### src/rtl/trnm_pkg.sv
`timescale 1ns / 1ps
`default_nettype none
// ----------------------------------------------------------------------------
// trnm_pkg
// shared constants and types for the timestamp ring nearest-match block
// ----------------------------------------------------------------------------
package trnm_pkg;

  localparam int DEPTH_DEF = 16;

  localparam int TS_W     = 32;
  localparam int NPT_W    = 8;
  localparam int WIN_W    = 30;
  localparam int DIFF_W   = TS_W + NPT_W;
  localparam int CFG_IDX_W = 1;
  localparam int CFG_DATA_W = WIN_W;

  localparam logic [NPT_W-1:0] TICK_NS_RST   = 8'd12;
  localparam logic [WIN_W-1:0] WINDOW_NS_RST = 30'd10000000;

  localparam logic [CFG_IDX_W-1:0] CFG_TICK_NS   = 1'd0;
  localparam logic [CFG_IDX_W-1:0] CFG_WINDOW_NS = 1'd1;

  localparam logic ACT_CAPTURE = 1'b0;
  localparam logic ACT_LOOKUP  = 1'b1;

  typedef struct packed {
    logic              valid;
    logic              cand;
    logic [DIFF_W-1:0] diff_ns;
    logic [TS_W-1:0]   ts;
  } score_t;

endpackage
`default_nettype wire

### src/rtl/trnm_score.sv
`timescale 1ns / 1ps
`default_nettype none
// ----------------------------------------------------------------------------
// trnm_score
// registered candidate test and scaled difference for one stored entry
// ----------------------------------------------------------------------------
module trnm_score (
  input  wire logic                          clk,
  input  wire logic                          rst,
  input  wire logic                          in_valid,
  input  wire logic [trnm_pkg::TS_W-1:0]     ts,
  input  wire logic [trnm_pkg::TS_W-1:0]     q,
  input  wire logic [trnm_pkg::NPT_W-1:0]    tick_ns,
  output trnm_pkg::score_t                   score
);

  logic [trnm_pkg::TS_W-1:0]   delta;
  logic [trnm_pkg::DIFF_W-1:0] prod;

  assign delta = ts - q;
  assign prod  = trnm_pkg::DIFF_W'(delta) * trnm_pkg::DIFF_W'(tick_ns);

  always_ff @(posedge clk) begin
    if (rst) begin
      score.valid <= 1'b0;
    end else begin
      score.valid <= in_valid;
    end
    score.cand    <= (ts >= q);
    score.diff_ns <= prod;
    score.ts      <= ts;
  end

endmodule
`default_nettype wire

### src/rtl/timestamp_ring_nearest_match.sv
`timescale 1ns / 1ps
`default_nettype none
// ----------------------------------------------------------------------------
// timestamp_ring_nearest_match
// capture ring of counter snapshots with nearest-later-or-equal lookup
//
//   channel  signals                               direction  transfer
//   input    start, busy, action, counter_value   in         start & !busy
//   config   cfg_valid, cfg_ready, cfg_index,     in         cfg_valid & cfg_ready
//            cfg_data
//   result   done, found, match_ts                 out        done (one cycle)
//
// a capture is written to the ring while busy stays low
// a lookup holds busy while it reads the held entries (held = entries in
// the ring), one memory read per entry, and drains the multiply and compare
// stages; on an empty ring busy stays high for one cycle
// synchronous reset empties the ring and loads the register defaults
// results cannot be stalled; done pulses for one cycle per lookup
// ----------------------------------------------------------------------------
module timestamp_ring_nearest_match #(
  parameter int DEPTH = trnm_pkg::DEPTH_DEF
) (
  input  wire logic                              clk,
  input  wire logic                              rst,
  input  wire logic                              start,
  output      logic                              busy,
  input  wire logic                              action,
  input  wire logic [trnm_pkg::TS_W-1:0]         counter_value,
  input  wire logic                              cfg_valid,
  output      logic                              cfg_ready,
  input  wire logic [trnm_pkg::CFG_IDX_W-1:0]    cfg_index,
  input  wire logic [trnm_pkg::CFG_DATA_W-1:0]   cfg_data,
  output      logic                              done,
  output      logic                              found,
  output      logic [trnm_pkg::TS_W-1:0]         match_ts
);

  localparam int PTR_W = $clog2(DEPTH);
  localparam logic [PTR_W-1:0] LAST = PTR_W'(DEPTH - 1);

  localparam logic [1:0] ST_IDLE  = 2'd0;
  localparam logic [1:0] ST_SCAN  = 2'd1;
  localparam logic [1:0] ST_DRAIN = 2'd2;

  logic [trnm_pkg::TS_W-1:0] mem [DEPTH];

  logic [1:0]                   state;
  logic [PTR_W-1:0]             write_ptr;
  logic [PTR_W-1:0]             read_ptr;
  logic [PTR_W-1:0]             write_ptr_next;
  logic [PTR_W-1:0]             held;
  logic [PTR_W-1:0]             slot;
  logic [PTR_W-1:0]             remain;
  logic [trnm_pkg::NPT_W-1:0]   tick_ns;
  logic [trnm_pkg::WIN_W-1:0]   window_ns;
  logic [trnm_pkg::TS_W-1:0]    q;
  logic [trnm_pkg::TS_W-1:0]    rd_data;
  logic                         rd_valid;
  logic                         hit;
  logic [trnm_pkg::DIFF_W-1:0]  best_ns;
  logic [trnm_pkg::TS_W-1:0]    best;
  logic                         accept;
  logic                         better;
  trnm_pkg::score_t             score;

  assign busy      = (state != ST_IDLE);
  assign cfg_ready = 1'b1;
  assign accept    = start && !busy;

  assign write_ptr_next = (write_ptr == LAST) ? '0 : write_ptr + 1'b1;
  assign held = (write_ptr >= read_ptr) ? PTR_W'(write_ptr - read_ptr)
                                        : PTR_W'(write_ptr + PTR_W'(DEPTH) - read_ptr);

  assign better = score.valid && score.cand &&
                  (score.diff_ns < trnm_pkg::DIFF_W'(window_ns)) &&
                  (!hit || (score.diff_ns < best_ns));

  // config registers
  always_ff @(posedge clk) begin
    if (rst) begin
      tick_ns   <= trnm_pkg::TICK_NS_RST;
      window_ns <= trnm_pkg::WINDOW_NS_RST;
    end else if (cfg_valid && cfg_ready) begin
      case (cfg_index)
        trnm_pkg::CFG_TICK_NS:   tick_ns   <= cfg_data[trnm_pkg::NPT_W-1:0];
        trnm_pkg::CFG_WINDOW_NS: window_ns <= cfg_data;
        default: ;
      endcase
    end
  end

  // capture store
  always_ff @(posedge clk) begin
    if (accept && (action == trnm_pkg::ACT_CAPTURE)) begin
      mem[write_ptr] <= counter_value;
    end
    rd_data <= mem[slot];
  end

  trnm_score u_score (
    .clk         (clk),
    .rst         (rst),
    .in_valid    (rd_valid),
    .ts          (rd_data),
    .q           (q),
    .tick_ns     (tick_ns),
    .score       (score)
  );

  // control
  always_ff @(posedge clk) begin
    if (rst) begin
      state     <= ST_IDLE;
      write_ptr <= '0;
      read_ptr  <= '0;
      rd_valid  <= 1'b0;
      done      <= 1'b0;
      hit       <= 1'b0;
      slot      <= '0;
      remain    <= '0;
    end else begin
      done     <= 1'b0;
      rd_valid <= 1'b0;
      case (state)
        ST_IDLE: begin
          if (accept) begin
            if (action == trnm_pkg::ACT_CAPTURE) begin
              write_ptr <= write_ptr_next;
              if (write_ptr_next == read_ptr) begin
                read_ptr <= (read_ptr == LAST) ? '0 : read_ptr + 1'b1;
              end
            end else begin
              slot   <= (write_ptr == '0) ? LAST : write_ptr - 1'b1;
              remain <= held;
              hit    <= 1'b0;
              state  <= (held == '0) ? ST_DRAIN : ST_SCAN;
            end
          end
        end
        ST_SCAN: begin
          rd_valid <= 1'b1;
          slot     <= (slot == '0) ? LAST : slot - 1'b1;
          remain   <= remain - 1'b1;
          if (remain == PTR_W'(1)) begin
            state <= ST_DRAIN;
          end
          if (better) begin
            hit <= 1'b1;
          end
        end
        ST_DRAIN: begin
          if (better) begin
            hit <= 1'b1;
          end
          if (!rd_valid && !score.valid) begin
            done  <= 1'b1;
            state <= ST_IDLE;
          end
        end
        default: state <= ST_IDLE;
      endcase
    end
  end

  // lookup datapath
  always_ff @(posedge clk) begin
    if (accept && (action == trnm_pkg::ACT_LOOKUP)) begin
      q <= counter_value;
    end
    if (better) begin
      best_ns <= score.diff_ns;
      best    <= score.ts;
    end
    if ((state == ST_DRAIN) && !rd_valid && !score.valid) begin
      found    <= hit;
      match_ts <= hit ? best : q;
    end
  end

  // checks
  a_done_idle: assert property (@(posedge clk) disable iff (rst)
    done |-> !busy)
    else $error("result strobe while a lookup is in progress");

  a_miss_query: assert property (@(posedge clk) disable iff (rst)
    (done && !found) |-> (match_ts == q))
    else $error("miss does not return the query value");

  a_busy_lookup: assert property (@(posedge clk) disable iff (rst)
    $rose(busy) |-> $past(start && (action == trnm_pkg::ACT_LOOKUP)))
    else $error("busy raised without a lookup transfer");

  a_no_read_idle: assert property (@(posedge clk) disable iff (rst)
    (state == ST_IDLE) |=> !score.valid || $past(rd_valid))
    else $error("score stage active without a preceding read");

endmodule
`default_nettype wire

### config.mk
export PLATFORM = sky130hd
export DESIGN_NAME = timestamp_ring_nearest_match
export DESIGN_NICKNAME = d
export VERILOG_FILES = /design/src/rtl/trnm_pkg.sv /design/src/rtl/trnm_score.sv /design/src/rtl/timestamp_ring_nearest_match.sv
export SDC_FILE = /design/constraint.sdc
export NUM_CORES = 1
export LEC_CHECK = 0
export BUFFER_PORTS_ARGS = -buffer_cell sky130_fd_sc_hd__buf_2
export CAP_MARGIN = 20
export CELL_PAD_IN_SITES_DETAIL_PLACEMENT = 1
export CELL_PAD_IN_SITES_GLOBAL_PLACEMENT = 1
export CORE_MARGIN = 2
export CORE_UTILIZATION = 40
export DETAILED_ROUTE_END_ITERATION = 8
export PLACE_DENSITY = 0.68
export SYNTH_ARGS = -nofsm -noshare
export SYNTH_HDL_FRONTEND = slang
export SYNTH_SLANG_ARGS = --single-unit
### constraint.sdc
create_clock -name clk -period 8.4 [get_ports clk]
set_clock_uncertainty 0.05 [all_clocks]
set_input_delay 0.84 -clock clk [delete_from_list [all_inputs] [get_ports clk]]
set_output_delay 0.84 -clock clk [all_outputs]
set_load 0.02 [all_outputs]
==> results.json, run 1 <==
{
  "p_sw_share_pct": 41.54,
  "syn2layout_area_growth_pct": 12.32,
  "grt_use_total_pct": 19.77,
  "die-area_um2": 103900,
  "overflow": 0,
  "worst_ep_arrival_time_ns": 8.28,
  "yosys.area.top_type": "edfxtp_1",
  "synth.area.top_cells": "edfxtp_1 (48%), fa_1 (9.0%), mux4_2 (8.9%), dfxtp_1 (8.2%), ha_1 (5.4%)",
  "fillCellCount": 10110,
  "grt_max_degree": 66,
  "root_buffer": "clkbuf_16",
  "synth_cell_type_count": 80,
  "hold_path.class": "reg -> reg",
  "min_period_ns": 7.758,
  "power_w": 0.01911,
  "syn_area_per_cell_um2": 14.18,
  "ys_seq_area_share_pct": 56.25,
  "synth_top_area_share_pct": 48.10,
  "yosys_warnings": 0,
  "cts_inserted_buffers": 83,
  "num_vias": 23410,
  "crit_family": "adder cells",
  "dpl.hpwl_um": 66060,
  "totalWireLength_um": 100300,
  "start_util_pct": 40.40,
  "async_flop_share_pct": 0,
  "seq_area_um2": 22800,
  "path_clk_slew_ns": 0.06,
  "fin_crit_sh_pct": 92.36,
  "critPathCaptureType": "flop",
  "grt_pass1_vias": 26160,
  "top_layer_used": "met5",
  "num_io_pins": 104,
  "power.internal_w": 0.01117,
  "syn_inst": 2858,
  "numPortBuffers": 102,
  "worst_pin_slew_ns": 1.049,
  "clk_latency_ns": 0.66,
  "grt_pass1_wl_um": 156200,
  "nets": 3392,
  "fmax_ghz": 0.1289,
  "cts_setup_buffers": 0,
  "ys.flop_type": "edfxtp_1",
  "p_per_area_nw_per_um2": 420.0,
  "ys_top_cells_by_count": "edfxtp_1 (649), inv_1 (294), nand2_1 (221)",
  "peakVddDrop_v": 0.0003376,
  "placed_cell_area_um2": 42700,
  "die_height_um": 322.3,
  "cts_tree": "built",
  "cts_buffer_depth": 3,
  "p_leak_nw": 16.96,
  "cts_resized": 0,
  "start_kind": "flop",
  "power_frac_seq_pct": 26.6,
  "postCtsHoldBufs": 0,
  "finalSetupTns_ns": 0,
  "routedWlPerCell_um": 22.81,
  "dr.pass1.iters": 7,
  "cpPeakStageDelay_ns": 0.54,
  "wl_met2_um": 50450,
  "wl_met1_um": 43680,
  "cts_num_sinks": 814,
  "wl_met3_um": 4149,
  "syn-num-nets": 3283,
  "setup_viol": 0,
  "syn_area_um2": 40520,
  "slew_viol_final": 0,
  "setup_ws_ns": 0.6420,
  "first_iter_violations": 1554,
  "final_util_pct": 45.38,
  "fp.dieW_um": 322.3,
  "combinationalPowerShare_pct": 53.9,
  "pwr-share-clk_pct": 19.5,
  "yosys_register_bits": 814,
  "core_area_um2": 100300,
  "rows": 116,
  "drive_above_1_share_pct": 15.88,
  "vias_per_cell": 5.323,
  "synth_edf_count": 649,
  "maxCapViolCount": 0,
  "slew_headroom_pct": 29.58,
  "hold_viol_final": 0,
  "cpMostUsedCell": "fa_1",
  "drc": 0,
  "fin_area_um2": 45510,
  "p_switching_w": 0.007940,
  "multiInputGateArea_um2": 16300,
  "place.gp.congestion": 0.9020,
  "critPathBufInv": 2,
  "critPathMaxFanout": 8,
  "place_ws_ns": 0.6632,
  "crit_required_ns": 8.92,
  "drtAntennaViolNets": 0,
  "yosysMostFrequentCell": "edfxtp_1",
  "htree_num_levels": 3,
  "crit_slowest_cell": "xnor2_1",
  "critical_path_class": "reg -> reg",
  "antenna_found_initial": 13,
  "rsz0062_at_grt": "no",
  "status": "complete, no violations"
}
## registers in the layout (all words and copies together) (netlist names), 8 cells and up
| name | count |
|---|---|
| best | 32 |
| rd_data | 32 |
| best_ns | 40 |
| match_ts | 32 |
| tick_ns | 8 |
| q | 32 |
| window_ns | 30 |
| u_score.score | 74 |
| mem | 512 |
## final timing paths
kind / from / endpoint / slack (ns) / cells after the start
setup / recovery: q[0] / u_score.score[70] / 0.64 / 27
hold / removal: rd_data[0] / u_score.score[0] / 0.30 / 0
hold reg to reg: rd_data[0] / u_score.score[0] / 0.30 / 0
setup reg to reg: q[0] / u_score.score[70] / 0.64 / 27
## per-stage QoR
step	hold slack, ns	instances
final	0.3047	4398
after global routing	0.3094	4395
after CTS	0.3075	4392
after detailed placement	0.2980	4238
after global placement	0.2878	4237
after floorplan	0.2808	2858
## final cells by class
class                           instances  share of cell area [%]
Multi-Input combinational cell       1635                   35.82
Timing Repair Buffer                  139                   1.760
Inverter                              294                   2.425
Antenna cell                            5                 0.02749
Clock inverter                         42                   1.064
Sequential cell                       814                   50.10
Tap cell                             1357                   3.731
Clock buffer                          112                   5.070
## power by group through the flow
stage               Combinational (W)  Sequential, W  Clock [W]
detailed placement             0.0103        0.00516          0
CTS                            0.0104        0.00508    0.00383
global route                   0.0117        0.00511    0.00397
finish                         0.0103        0.00508    0.00374
global placement              0.00990        0.00514          0
floorplan                     0.00777        0.00506          0
## cell families after synthesis
kind of cell / count (synthesis) / share of synthesized area, %
flip-flops: 814 / 56.25
AND/OR/NAND/NOR: 667 / 8.525
AO/OA/AOI/OAI: 364 / 6.151
buffers and inverters: 409 / 3.823
adder cells (fa/ha/maj): 357 / 14.40
XOR/XNOR: 68 / 1.470
multiplexers: 178 / 9.378
other: 1 / 0.009255
## per-layer routing
| metal | vias up | global-route usage [%] |
|---|---|---|
| li1 | 10490 | - |
| met2 | 495 | 34.14 |
| met1 | 12290 | 26.05 |
| met5 | - | 0 |
| met4 | 8 | 5.877 |
| met3 | 128 | 2.631 |
## cell usage in the layout (no fill, tap or decap), types with 56 or more instances in the layout
cell type,Yosys,routed
edfxtp_1,649,649
inv_1,294,294
nand2_1,221,221
fa_1,182,182
ha_1,175,175
and2_1,165,165
mux4_2,160,160
dfxtp_1,165,160
a21oi_1,111,111
buf_2,2,102
clkbuf_16,0,84
o21ai_0,69,69
a21o_1,58,58
nor2_1,68,56
(Power assumes the default switching activity.)
==> inputs of run 2 (changes only) <==
- ABC_CLOCK_PERIOD_IN_PS: not set -> 8400
- SYNTH_HIERARCHICAL: not set -> 1
==> results.json, run 2 <==
{
  "status": "complete, no violations",
  "syn_area_per_cell_um2": 14.32,
  "overflow": 0,
  "dr.pass1.iters": 5,
  "grt_pass1_wl_um": 153400,
  "worst_pin_slew_ns": 0.9366,
  "reg2reg_from": "q[0]",
  "final_cell_mix": "edfxtp_1 (649), inv_1 (295), and2_1 (183)",
  "grt_pass1_vias": 25510,
  "htree_num_levels": 3,
  "biggestRegsByFlops": "mem: 512 flops, u_score/score: 74 flops, best_ns: 40 flops",
  "final_common_cell": "edfxtp_1",
  "final_util_pct": 45.37,
  "synth_top_area_share_pct": 48.08,
  "drc": 0,
  "rsz0062_at_grt": "no",
  "worst_ep_arrival_time_ns": 8.43,
  "largest-register": "mem",
  "fp.dieW_um": 322.3,
  "clk_latency_ns": 0.69,
  "die-area_um2": 103900,
  "cts_setup_buffers": 0,
  "postCtsHoldBufs": 0,
  "start_kind": "flop",
  "synth.area.top_cells": "edfxtp_1 (48%), fa_1 (9.0%), mux4_2 (8.9%), dfxtp_1 (8.1%), ha_1 (5.4%)",
  "drive_above_1_share_pct": 16.95,
  "finalSetupTns_ns": 0,
  "yosysMostFrequentCell": "edfxtp_1",
  "r2r_cells": 26,
  "cts_num_sinks": 814,
  "die_height_um": 322.3,
  "setup_viol": 0,
  "yosys_warnings": 6,
  "power_w": 0.01918,
  "grt_use_total_pct": 19.35,
  "synth_edf_count": 649,
  "hold_path.class": "reg -> reg",
  "fin_crit_sh_pct": 93.97,
  "ys_top_cells_by_count": "edfxtp_1 (649), inv_1 (295), and2_1 (183)",
  "syn2layout_area_growth_pct": 12.26,
  "syn_inst": 2830,
  "synth_cell_type_count": 77,
  "num_io_pins": 104,
  "fillCellCount": 10000,
  "cts_inserted_buffers": 85,
  "yosys_register_bits": 814,
  "r2r-end": "u_score/score[69]",
  "syn_area_um2": 40540,
  "holdPathEnd": "u_score/score[8]",
  "cts_buffer_depth": 3,
  "fmax_ghz": 0.1267,
  "antenna_found_initial": 11,
  "peakVddDrop_v": 0.0003213,
  "syn-num-nets": 3255,
  "critical_path_class": "reg -> reg",
  "totalWireLength_um": 97780,
  "min_path_cells": 0,
  "vias_per_cell": 5.256,
  "yosys.area.top_type": "edfxtp_1",
  "critPathCaptureType": "flop",
  "async_flop_share_pct": 0,
  "r2r_slack_ns": 0.51,
  "root_buffer": "clkbuf_16",
  "place.gp.congestion": 0.9027,
  "min_period_ns": 7.893,
  "ys.flop_type": "edfxtp_1",
  "cts_tree": "built",
  "start_util_pct": 40.42,
  "routedWlPerCell_um": 22.31,
  "num_vias": 23030,
  "grt_max_degree": 106,
  "fin_area_um2": 45510,
  "drtAntennaViolNets": 0,
  "placed_cell_area_um2": 42670,
  "p_per_area_nw_per_um2": 421.4,
  "hold_viol_final": 0,
  "numPortBuffers": 102,
  "path_clk_slew_ns": 0.06,
  "critPathMaxFanout": 8,
  "first_iter_violations": 1399,
  "ys_seq_area_share_pct": 56.23,
  "crit_required_ns": 8.94,
  "min_from": "rd_data[8]",
  "core_area_um2": 100300,
  "rows": 116,
  "maxCapViolCount": 0,
  "cts_resized": 0,
  "nets": 3373,
  "slew_viol_final": 0,
  "slew_headroom_pct": 37.56,
  "dpl.hpwl_um": 64450,
  "p_leak_nw": 16.91,
  "largest_register_ffs": 512
}
[run 2: how the worst max path moves through the flow]
stage | startpoint | endpoint | cells past startpoint
2_1_floorplan | window_ns[29] | best[0] | 8
3_3_place_gp | q[0] | u_score/score[69] | 26
3_5_place_dp | q[0] | u_score/score[69] | 26
4_1_cts | q[0] | u_score/score[69] | 26
5_1_grt | q[0] | u_score/score[69] | 26
6_report | q[0] | u_score/score[69] | 26
[run 2: cell type report]
class / count / area (um^2) / share of cell area (%)
tap: 1357 / 1698 / 3.731
timing repair buffer: 141 / 815.8 / 1.793
clock inverter: 49 / 548.0 / 1.204
sequential: 814 / 22800 / 50.11
antenna: 4 / 10.01 / 0.02200
multi-input combinational: 1611 / 16250 / 35.71
inverter: 295 / 1107 / 2.433
clock buffer: 111 / 2275 / 4.999
[run 2: report_power, final]
part / switching [W] / internal [W] / leakage, nW
combinational: 0.00619 / 0.00418 / 8.32
sequential: 0.000231 / 0.00482 / 7.23
clock: 0.00163 / 0.00213 / 1.36
total: 0.00805 / 0.0111 / 16.9
[run 2: critical path, stage by stage (launching register included)]
cell,delay (ns)
edfxtp_1,0.41
ha_1,0.25
fa_1,0.41
nor2b_1,0.12
o21ai_0,0.11
a21boi_1,0.30
o21a_1,0.18
o21ai_0,0.12
o21ai_0,0.20
a211oi_1,0.09
nor2_1,0.45
and2_1,0.24
fa_1,0.44
fa_1,0.56
inv_1,0.05
fa_1,0.45
fa_1,0.49
inv_1,0.04
ha_1,0.38
a21oi_2,0.19
nor2b_1,0.08
o41ai_1,0.62
o21ai_1,0.38
a2111o_1,0.46
a31o_2,0.26
a311oi_2,0.31
xnor2_1,0.15
[run 2: per-stage QoR]
stage                     cells  worst slack, ns  hold WS [ns]
after floorplan            2830            1.161        0.2808
after global placement     4217           0.9716        0.2863
after detailed placement   4217           0.6030        0.2982
after CTS                  4377           0.5531        0.3091
after global routing       4379         0.007337        0.3159
final                      4382           0.5069        0.3090
[run 2: logic make-up after synthesis]
group                    count (synthesis)  share of synthesized area [%]
flip-flops                             814                          56.23
AND/OR/NAND/NOR                        631                          8.183
buffers and inverters                  405                          3.985
adder cells (fa/ha/maj)                357                          14.39
AO/OA/AOI/OAI                          351                          5.683
multiplexers                           204                          10.08
XOR/XNOR                                67                          1.448
other                                    1                       0.009251
[run 2: metal layers]
layer	wire length, um	GRT usage (%)
met2	49530	33.84
met3	4017	2.982
met1	41490	24.62
met5	57	0
met4	2678	6.241
